==> src/design/arfrc_pkg.sv <==
// Shared types and constants for the per-destination ARF rate controller.
// No dependencies; every other file of the block but arfrc_ram imports this package.
package arfrc_pkg;

   // Register file
   localparam int CSR_ADDR_W   = 3;
   localparam int CSR_DATA_W   = 32;
   localparam logic [7:0] THRESHOLD_RESET = 8'd10;
   localparam logic [3:0] RETRIES_RESET   = 4'd7;
   // bit of paddr that picks between the two registers
   localparam int CSR_SEL_BIT  = 2;

   // Table size and number of rates, tied to the result field widths
   localparam int ADDRESS_ENTRIES = 16;
   localparam int RATE_LEVELS     = 8;

   // Fixed field widths
   localparam int ADDR_W    = 48;
   localparam int COUNT_W   = 8;
   localparam logic [COUNT_W-1:0] COUNT_MAX = '1;
   localparam logic [2:0] LOWEST_RATE = 3'd0;

   // Depth of the queue between front and back
   localparam int QUEUE_DEPTH = 2;

   typedef struct packed {
      logic              command;
      logic [ADDR_W-1:0] dest_addr;
      logic              acked;
      logic [2:0]        stages_used;
      logic              is_null;
   } req_type;

   typedef struct packed {
      logic [3:0] entry_index;
      logic       inserted;
      logic [2:0] primary_rate;
      logic [2:0] fallback_rate;
      logic [3:0] fallback_retries;
   } rsp_type;

   typedef enum logic {
      CMD_SELECT = 1'b0,
      CMD_REPORT = 1'b1
   } command_type;

   typedef enum logic [1:0] {
      OP_SELECT,
      OP_REPORT,
      OP_NULL
   } op_kind_type;

   // Classified item held in the queue
   typedef struct packed {
      op_kind_type       kind;
      logic [ADDR_W-1:0] dest_addr;
      logic              first_ok;
      logic              acked;
   } op_type;

   // Queue head seen by the back end, with its valid flag
   typedef struct packed {
      logic   valid;
      op_type head;
   } queue_head_type;

   typedef enum logic [1:0] {
      BK_IDLE,
      BK_SEARCH,
      BK_INSERT,
      BK_ROW
   } back_state_type;

endpackage

==> src/design/arfrc_ram.sv <==
// Generic single-port-write, single-port-read RAM with registered read data.
// No dependencies.
module arfrc_ram #(
   parameter int WIDTH = 8,
   parameter int DEPTH = 16
) (
   input  logic                     clock,
   input  logic                     we,
   input  logic [$clog2(DEPTH)-1:0] waddr,
   input  logic [WIDTH-1:0]         wdata,
   input  logic [$clog2(DEPTH)-1:0] raddr,
   output logic [WIDTH-1:0]         rdata
);

   logic [WIDTH-1:0] mem_ff [DEPTH];
   logic [WIDTH-1:0] rdata_ff;

   always_ff @(posedge clock) begin
      if (we) begin
         mem_ff[waddr] <= wdata;
      end
      rdata_ff <= mem_ff[raddr];
   end

   assign rdata = rdata_ff;

endmodule

==> src/design/arfrc_front.sv <==
// Front end: takes items, classifies them and holds them in a short queue.
// Depends on arfrc_pkg.
module arfrc_front (
   input  logic                     clock,
   input  logic                     reset,
   input  logic                     start,
   output logic                     busy,
   input  arfrc_pkg::req_type       req_item,
   output arfrc_pkg::queue_head_type q_head,
   input  logic                     q_pop
);
   import arfrc_pkg::*;

   localparam int PW = $clog2(QUEUE_DEPTH);

   op_type            q_ff [QUEUE_DEPTH];
   logic [PW-1:0]     wr_ptr_ff, wr_ptr_in;
   logic [PW-1:0]     rd_ptr_ff, rd_ptr_in;
   logic [PW:0]       count_ff, count_in;
   logic              push;
   logic              full;
   op_type            op_new;

   // Classify the incoming item
   always_comb begin
      op_new.dest_addr = req_item.dest_addr;
      op_new.acked     = req_item.acked;
      op_new.first_ok  = (req_item.stages_used == 3'd1);
      if (req_item.command == CMD_SELECT) begin
         op_new.kind = OP_SELECT;
      end else if (req_item.is_null) begin
         op_new.kind = OP_NULL;
      end else begin
         op_new.kind = OP_REPORT;
      end
   end

   assign full = (count_ff == (PW+1)'(QUEUE_DEPTH));
   assign busy = full;
   assign push = start && !full;

   // Pointer and fill count
   always_comb begin
      wr_ptr_in = wr_ptr_ff;
      rd_ptr_in = rd_ptr_ff;
      count_in  = count_ff;
      if (push) begin
         wr_ptr_in = (wr_ptr_ff == PW'(QUEUE_DEPTH-1)) ? '0 : wr_ptr_ff + 1'b1;
      end
      if (q_pop) begin
         rd_ptr_in = (rd_ptr_ff == PW'(QUEUE_DEPTH-1)) ? '0 : rd_ptr_ff + 1'b1;
      end
      case ({push, q_pop})
         2'b10:   count_in = count_ff + 1'b1;
         2'b01:   count_in = count_ff - 1'b1;
         default: count_in = count_ff;
      endcase
   end

   always_ff @(posedge clock) begin
      if (reset) begin
         wr_ptr_ff <= '0;
         rd_ptr_ff <= '0;
         count_ff  <= '0;
      end else begin
         wr_ptr_ff <= wr_ptr_in;
         rd_ptr_ff <= rd_ptr_in;
         count_ff  <= count_in;
      end
   end

   // Queue storage, no reset needed
   always_ff @(posedge clock) begin
      if (push) begin
         q_ff[wr_ptr_ff] <= op_new;
      end
   end

   assign q_head.valid = (count_ff != '0);
   assign q_head.head  = q_ff[rd_ptr_ff];

endmodule

==> src/design/arfrc_back.sv <==
// Back end: address search and insert, per-entry rate and count update, result register.
// Depends on arfrc_pkg and arfrc_ram.
module arfrc_back (
   input  logic                      clock,
   input  logic                      reset,
   input  arfrc_pkg::queue_head_type q_head,
   output logic                      q_pop,
   input  logic [7:0]                step_up_threshold,
   input  logic [3:0]                max_retries,
   output logic                      rsp_valid,
   output arfrc_pkg::rsp_type        rsp_item
);
   import arfrc_pkg::*;

   localparam int AW   = $clog2(ADDRESS_ENTRIES);
   localparam int RW   = $clog2(RATE_LEVELS);
   localparam int ROWW = RW + COUNT_W * RATE_LEVELS;
   localparam logic [AW-1:0] LAST_ENTRY = AW'(ADDRESS_ENTRIES - 1);
   localparam logic [RW-1:0] TOP_RATE   = RW'(RATE_LEVELS - 1);

   back_state_type       state_ff, state_in;
   op_type               op_ff, op_in;
   logic [AW-1:0]        k_ff, k_in;
   logic [AW-1:0]        fill_ff, fill_in;
   logic [AW-1:0]        cur_ff, cur_in;
   logic                 inserted_ff, inserted_in;
   logic [ADDRESS_ENTRIES-1:0] valid_ff;
   logic                 rsp_valid_ff, rsp_valid_in;
   rsp_type              rsp_ff, rsp_in;

   logic [AW-1:0]        tbl_raddr;
   logic                 tbl_we;
   logic [ADDR_W-1:0]    tbl_rdata;
   logic                 row_we;
   logic [ROWW-1:0]      row_rdata;
   logic [ROWW-1:0]      row_cur;
   logic [ROWW-1:0]      row_new;

   logic [AW:0]          k_next;
   logic                 search_last;

   logic [RW-1:0]        rate_old, rate1, rate_new;
   logic [COUNT_W-1:0]   cnt_old, cnt_new, cnt1;
   logic                 step;

   // Address table: written at the fill pointer, scanned one entry a cycle
   arfrc_ram #(.WIDTH(ADDR_W), .DEPTH(ADDRESS_ENTRIES)) u_tbl (
      .clock (clock),
      .we    (tbl_we),
      .waddr (fill_ff),
      .wdata (op_ff.dest_addr),
      .raddr (tbl_raddr),
      .rdata (tbl_rdata)
   );

   // Per-entry row: current rate and one success count per rate
   arfrc_ram #(.WIDTH(ROWW), .DEPTH(ADDRESS_ENTRIES)) u_row (
      .clock (clock),
      .we    (row_we),
      .waddr (cur_ff),
      .wdata (row_new),
      .raddr (cur_in),
      .rdata (row_rdata)
   );

   // A row never written reads as all zero
   assign row_cur  = valid_ff[cur_ff] ? row_rdata : '0;
   assign rate_old = row_cur[COUNT_W*RATE_LEVELS +: RW];

   // Report update of the current row
   always_comb begin
      cnt_old = '0;
      for (int i = 0; i < RATE_LEVELS; i++) begin
         if (rate_old == RW'(i)) begin
            cnt_old = row_cur[i*COUNT_W +: COUNT_W];
         end
      end
      if (op_ff.first_ok) begin
         cnt_new = (cnt_old == COUNT_MAX) ? cnt_old : cnt_old + 1'b1;
         rate1   = rate_old;
         cnt1    = cnt_new;
      end else begin
         cnt_new = (rate_old != '0) ? '0 : COUNT_W'(op_ff.acked);
         rate1   = '0;
         cnt1    = (rate_old != '0) ? row_cur[0 +: COUNT_W] : cnt_new;
      end
      step = (cnt1 >= step_up_threshold);
      if (step && rate1 != TOP_RATE) begin
         rate_new = rate1 + 1'b1;
      end else begin
         rate_new = rate1;
      end
      row_new = row_cur;
      for (int i = 0; i < RATE_LEVELS; i++) begin
         if (rate_old == RW'(i)) begin
            row_new[i*COUNT_W +: COUNT_W] = cnt_new;
         end
         if (step && rate1 == RW'(i)) begin
            row_new[i*COUNT_W +: COUNT_W] = '0;
         end
      end
      row_new[COUNT_W*RATE_LEVELS +: RW] = rate_new;
   end

   assign k_next      = {1'b0, k_ff} + 1'b1;
   assign search_last = (k_next == {1'b0, fill_ff});

   // Sequencer: next state and outputs
   always_comb begin
      state_in     = state_ff;
      op_in        = op_ff;
      k_in         = k_ff;
      fill_in      = fill_ff;
      cur_in       = cur_ff;
      inserted_in  = inserted_ff;
      rsp_in       = rsp_ff;
      rsp_valid_in = 1'b0;
      tbl_raddr    = '0;
      tbl_we       = 1'b0;
      row_we       = 1'b0;
      q_pop        = 1'b0;
      case (state_ff)
         BK_IDLE: begin
            if (q_head.valid) begin
               q_pop       = 1'b1;
               op_in       = q_head.head;
               inserted_in = 1'b0;
               k_in        = '0;
               if (q_head.head.kind == OP_SELECT) begin
                  state_in = (fill_ff == '0) ? BK_INSERT : BK_SEARCH;
               end else begin
                  state_in = BK_ROW;
               end
            end
         end
         BK_SEARCH: begin
            if (tbl_rdata == op_ff.dest_addr) begin
               cur_in   = k_ff;
               state_in = BK_ROW;
            end else if (search_last) begin
               state_in = BK_INSERT;
            end else begin
               k_in      = AW'(k_next);
               tbl_raddr = AW'(k_next);
            end
         end
         BK_INSERT: begin
            tbl_we      = 1'b1;
            cur_in      = fill_ff;
            inserted_in = 1'b1;
            fill_in     = (fill_ff == LAST_ENTRY) ? '0 : fill_ff + 1'b1;
            state_in    = BK_ROW;
         end
         BK_ROW: begin
            row_we                  = (op_ff.kind == OP_REPORT);
            rsp_valid_in            = 1'b1;
            rsp_in.entry_index      = 4'(cur_ff);
            rsp_in.inserted         = inserted_ff;
            rsp_in.primary_rate     = (op_ff.kind == OP_REPORT) ? 3'(rate_new)
                                                                : 3'(rate_old);
            rsp_in.fallback_rate    = LOWEST_RATE;
            rsp_in.fallback_retries = max_retries;
            state_in                = BK_IDLE;
         end
         default: begin
            state_in = BK_IDLE;
         end
      endcase
   end

   // Control registers
   always_ff @(posedge clock) begin
      if (reset) begin
         state_ff     <= BK_IDLE;
         fill_ff      <= '0;
         cur_ff       <= '0;
         valid_ff     <= '0;
         rsp_valid_ff <= 1'b0;
      end else begin
         state_ff     <= state_in;
         fill_ff      <= fill_in;
         cur_ff       <= cur_in;
         rsp_valid_ff <= rsp_valid_in;
         if (row_we) begin
            valid_ff[cur_ff] <= 1'b1;
         end
      end
   end

   // Payload registers
   always_ff @(posedge clock) begin
      op_ff       <= op_in;
      k_ff        <= k_in;
      inserted_ff <= inserted_in;
      rsp_ff      <= rsp_in;
   end

   assign rsp_valid = rsp_valid_ff;
   assign rsp_item  = rsp_ff;

endmodule

==> src/design/per_destination_arf_rate_control.sv <==
// Top level of the per-destination ARF rate controller: register file and wiring.
// Depends on arfrc_pkg, arfrc_front, arfrc_back and arfrc_ram.
//
// A select item scans the address table one entry a cycle through its single read port
// in the search state (skipped while the fill pointer is zero), then passes the insert
// state if the address is new, then the row state. A report goes straight to the row
// state for one read and one write of the current entry's row; a null report reads the
// row but does not write it. Items are held in a two-item queue in front of the
// sequencer, so busy rises only while two items wait. Each item gives exactly one
// result, shown for one cycle on rsp_valid and rsp_item; the receiver cannot hold it
// off. After reset the block takes items at once; no clearing pass is run.
module per_destination_arf_rate_control (
   input  logic                                  clock,
   input  logic                                  reset,
   input  logic                                  start,
   output logic                                  busy,
   input  arfrc_pkg::req_type                    req_item,
   output logic                                  rsp_valid,
   output arfrc_pkg::rsp_type                    rsp_item,
   input  logic                                  csr_psel,
   input  logic                                  csr_penable,
   input  logic                                  csr_pwrite,
   input  logic [arfrc_pkg::CSR_ADDR_W-1:0]      csr_paddr,
   input  logic [arfrc_pkg::CSR_DATA_W-1:0]      csr_pwdata,
   output logic [arfrc_pkg::CSR_DATA_W-1:0]      csr_prdata,
   output logic                                  csr_pready
);
   import arfrc_pkg::*;

   logic [7:0]     threshold_ff;
   logic [3:0]     retries_ff;
   logic           csr_wr;
   queue_head_type q_head;
   logic           q_pop;

   // Register file
   assign csr_pready = 1'b1;
   assign csr_wr     = csr_psel && csr_penable && csr_pwrite && csr_pready;

   always_ff @(posedge clock) begin
      if (reset) begin
         threshold_ff <= THRESHOLD_RESET;
         retries_ff   <= RETRIES_RESET;
      end else if (csr_wr) begin
         if (csr_paddr[CSR_SEL_BIT]) begin
            retries_ff <= csr_pwdata[3:0];
         end else begin
            threshold_ff <= csr_pwdata[7:0];
         end
      end
   end

   assign csr_prdata = csr_paddr[CSR_SEL_BIT] ? CSR_DATA_W'(retries_ff)
                                              : CSR_DATA_W'(threshold_ff);

   arfrc_front u_front (
      .clock    (clock),
      .reset    (reset),
      .start    (start),
      .busy     (busy),
      .req_item (req_item),
      .q_head   (q_head),
      .q_pop    (q_pop)
   );

   arfrc_back u_back (
      .clock             (clock),
      .reset             (reset),
      .q_head            (q_head),
      .q_pop             (q_pop),
      .step_up_threshold (threshold_ff),
      .max_retries       (retries_ff),
      .rsp_valid         (rsp_valid),
      .rsp_item          (rsp_item)
   );

endmodule

==> config.mk <==
export PLATFORM = sky130hd
export DESIGN_NAME = per_destination_arf_rate_control
export DESIGN_NICKNAME = d
export VERILOG_FILES = /design/src/design/arfrc_pkg.sv /design/src/design/arfrc_ram.sv /design/src/design/arfrc_front.sv /design/src/design/arfrc_back.sv /design/src/design/per_destination_arf_rate_control.sv
export SDC_FILE = /design/constraint.sdc
export NUM_CORES = 2
export LEC_CHECK = 0
export BUFFER_PORTS_ARGS = -buffer_cell sky130_fd_sc_hd__buf_2
export CORE_MARGIN = 2
export CORE_UTILIZATION = 55
export DETAILED_ROUTE_END_ITERATION = 7
export GPL_TIMING_DRIVEN = 0
export PLACE_DENSITY = 0.71
export SYNTH_ARGS = -nofsm -noshare
export SYNTH_HDL_FRONTEND = slang
export SYNTH_SLANG_ARGS = --single-unit
==> constraint.sdc <==
create_clock -name clock -period 11.7 [get_ports clock]
set_clock_uncertainty 0.1 [all_clocks]
set_input_delay 2.34 -clock clock [delete_from_list [all_inputs] [get_ports clock]]
set_output_delay 2.34 -clock clock [all_outputs]
set_load 0.1 [all_outputs]
==> results by group <==
Worst setup path
  • Worst-path fanout max: 16
  • Max incr delay on CP: 1.15 ns
  • Data required, critical path: 12.01 ns
  • Crit path buf inv count: 5
  • Crit Path Category: register to register
  • Crit. End Element: register
  • Critical-path top delay cell: a21oi_1
  • Critical path cell sequence: buf_6 -> mux4_2 -> mux4_2 -> nor2b_4 -> ha_1 -> inv_1 -> nor2_1 -> o211ai_1 -> nor4_4 -> xnor2_1 -> and2_1 -> buf_2 -> a21oi_1 -> ha_1 -> nand2b_1 -> a21o_1 -> a21o_1 -> a211oi_1 -> o21a_1 -> nor3_1 -> clkbuf_1 -> and3_1 -> clkbuf_1 -> a21oi_1
  • CP Launch Type: register
  • Worst R2R Setup Slack: 4.46 ns
  • CP top delay family: compound AO/OA/AOI/OAI gates
  • Crit path DAT: 7.56 ns

CTS
  • CTS Hold Bufs: 0
  • CTS tree: done
  • Clk root buf: clkbuf_16
  • Clock Pin Slew Worst Setup and Hold Paths: 0.06 ns
  • Cts bufs inserted: 207
  • Clk_lat worst skew: 0.84 ns
  • Resized cells post-CTS: 0
  • Max clock buf depth: 3
  • Clock sinks: 2,172
  • Post-CTS setup buffers: 0
  • H-Tree Depth: 4

Power and ir drop
  • Pwr Total: 24.2 mW
  • Leak Pwr: 32.4 nW
  • P_int: 15.4 mW
  • P_sw: 8.79 mW
  • Worst vdd ir: 0.000162 V
  • Gate power share: 31.3%
  • Pwr/cell area: 252 nW/um2
  • Switching Share: 36.4%
  • Clock group share of total power: 27.8%
  • Reg power frac: 40.9%

Finish
  • Share of cells above drive strength 1: 13.1%
  • Final core occ: 62.5%
  • Commonest non-fill, non-tap cells in the layout: 2,013 x edfxtp_1, 1,148 x nand2_1, 613 x nand3_1
  • Final net count: 6,217
  • Non-filler instance count after layout: 8,321
  • Layout area overhead: 13.3%
  • Commonest non-fill, non-tap cell in the layout: edfxtp_1
  • Final Cell Area: 96,100 um2

Worst hold path
  • Hold/Removal Path Class: register to register

STA
  • Final hold violations: 0
  • Max Slew Vio Count: 0
  • Worst Max-Slew Pin Slew: 1.48 ns
  • Post-layout min period: 7.24 ns
  • Worst setup margin: 4.46 ns
  • Aggregate negative setup slack: 0 ns
  • Worst slew margin: 1.26%
  • Max Freq: 138 MHz
  • Worst hold margin: 0.373 ns
  • Unrepaired setup endpoints after global routing: no
  • Fin crit share: 61.9%
  • # setup viols final: 0

Synthesis
  • Number of synthesized flops with an enable pin: 2,013
  • Post-Synthesis Cells: 5,706
  • Synth Register Bits: 2,172
  • Top_reg_cell synth: edfxtp_1
  • Seq/Total Area, Yosys: 75.0%
  • Ys async rst share: 0%
  • Post-synth top area share: 71.3%
  • Syn. warnings: 0
  • Avg Cell Area, Syn: 14.9 um2
  • Mapped Area: 84,800 um2
  • Largest cells by area after synthesis: edfxtp_1 71%, nand2_1 5.1%, dfxtp_1 3.8%, nand3_1 3.6%, mux4_2 2.9%
  • Synth area leader: edfxtp_1
  • Netlist cell types: 75

Run status
  • Status: finished, violations left
  • Violated checks: capacitance limit

Floorplan
  • Die W: 397 um
  • Area of the die: 157,000 um2
  • FP Rows: 144
  • Core area: 154,000 um2
  • IO Count: 145
  • Die Height: 397 um
  • Initial core utilization: 55.2%

Place
  • I/O Buffers: 89
  • Placer Congestion: 0.969
  • Inst Count DP: 7,930
  • Post-DP HPWL: 148,000 um
  • Post-DP Area: 89,200 um2
  • Pre-CTS setup slack: 4.70 ns

Global routing
  • Global route overflow: 0
  • Initial antenna violation count: 11
  • Global-route usage over all layers: 28.4%
  • Global-route wire length before repair: 329,000 um
  • Largest net degree at the start of global routing: 51
  • Vias in the first global route: 50,800

Route
  • Wirelength per Cell: 26.9 um
  • Routed vias: 51,200
  • TritonRoute pass-1 iters: 6
  • Drt total wl: 224,000 um
  • Drt via density: 6.15
  • # DRC: 0
  • Post-DRT Antenna Nets: 0
  • 1st-iter DRT viols: 6,639

Flow run
  • Max-Cap Viols: 1
[synth_stat cells (all sizes together), types with 4 or more instances]
cell type     n
edfxtp     2013
nand2      1150
nand3       613
clkbuf      247
a22oi       182
mux2i       162
dfxtp       159
buf         136
a21oi       111
mux4        111
nor2        110
nand2b      104
a221o        68
a32oi        67
o21ai        67
mux2         56
nand4        54
xor2         53
a22o         33
inv          27
ha           26
and2         22
nor4         18
and3         14
nor3         14
nor2b        13
a21o          9
xnor2         8
nor3b         6
a211o         5
a211oi        5
a221oi        4
a31o          4
[routing by layer]
layer  vias up  part of all wire, %  global-route usage [%]
met2      2660                   49                    46.6
met5         -                0.025                       0
li1      22300                    -                       -
met1     25700                   38                    36.9
met3       500                  9.2                    5.89
met4        10                  4.4                    11.9
[kinds of logic after synthesis]
group	synth area share, %
adder cells (fa/ha/maj)	0.384
AND/OR/NAND/NOR	11.2
XOR/XNOR	0.665
flip-flops	75.0
buffers and inverters	2.15
other	0.00885
multiplexers	5.60
AO/OA/AOI/OAI	4.99
[state kept, by name, summed over array words and instances, names as in the netlist, 2 cells and up, named ones only]
name and cells:
retries_ff 4, u_back.u_row.mem_ff 1072, u_back.fill_ff 4, u_back.rsp_item 12, u_back.valid_ff 16, u_back.u_tbl.rdata 48
u_back.state_ff 2, u_front.count_ff 2, u_back.k_ff 4, u_back.op_ff 52, u_front.q_ff 104, threshold_ff 8
u_back.cur_ff 4, u_back.u_row.rdata 67, u_back.u_tbl.mem_ff 768
[final timing paths]
| check | start | endpoint | depth (start not counted) |
|---|---|---|---|
| setup / recovery | u_back.cur_ff[1]$_SDFF_PP0_ | u_back.u_row.mem_ff[15][7]$_DFFE_PP_ | 24 |
| hold / removal | u_back.cur_ff[1]$_SDFF_PP0_ | u_back.rsp_item[12]$_DFFE_PP_ | 0 |
| setup reg to reg | u_back.cur_ff[1]$_SDFF_PP0_ | u_back.u_row.mem_ff[15][7]$_DFFE_PP_ | 24 |
| hold reg to reg | u_back.cur_ff[1]$_SDFF_PP0_ | u_back.rsp_item[12]$_DFFE_PP_ | 0 |
[power by group through the flow]
stage	clock network [mW]	registers, mW	logic, mW
2_1_floorplan	0	9.79	4.70
3_3_place_gp	0	10.0	7.24
3_5_place_dp	0	10.0	7.43
4_1_cts	6.77	9.87	7.51
5_1_grt	7.07	9.93	8.10
6_report	6.72	9.89	7.57
[final cells by class]
cell class,count,area [um2]
sequential,2172,63600
antenna,3,7.51
clock inverter,118,1260
inverter,27,104
buffer,383,1730
timing repair buffer,155,1550
clock buffer,269,5600
fill,11000,57600
tap,2044,2560
multi-input combinational,3150,19700
(Power assumes the default switching activity.)
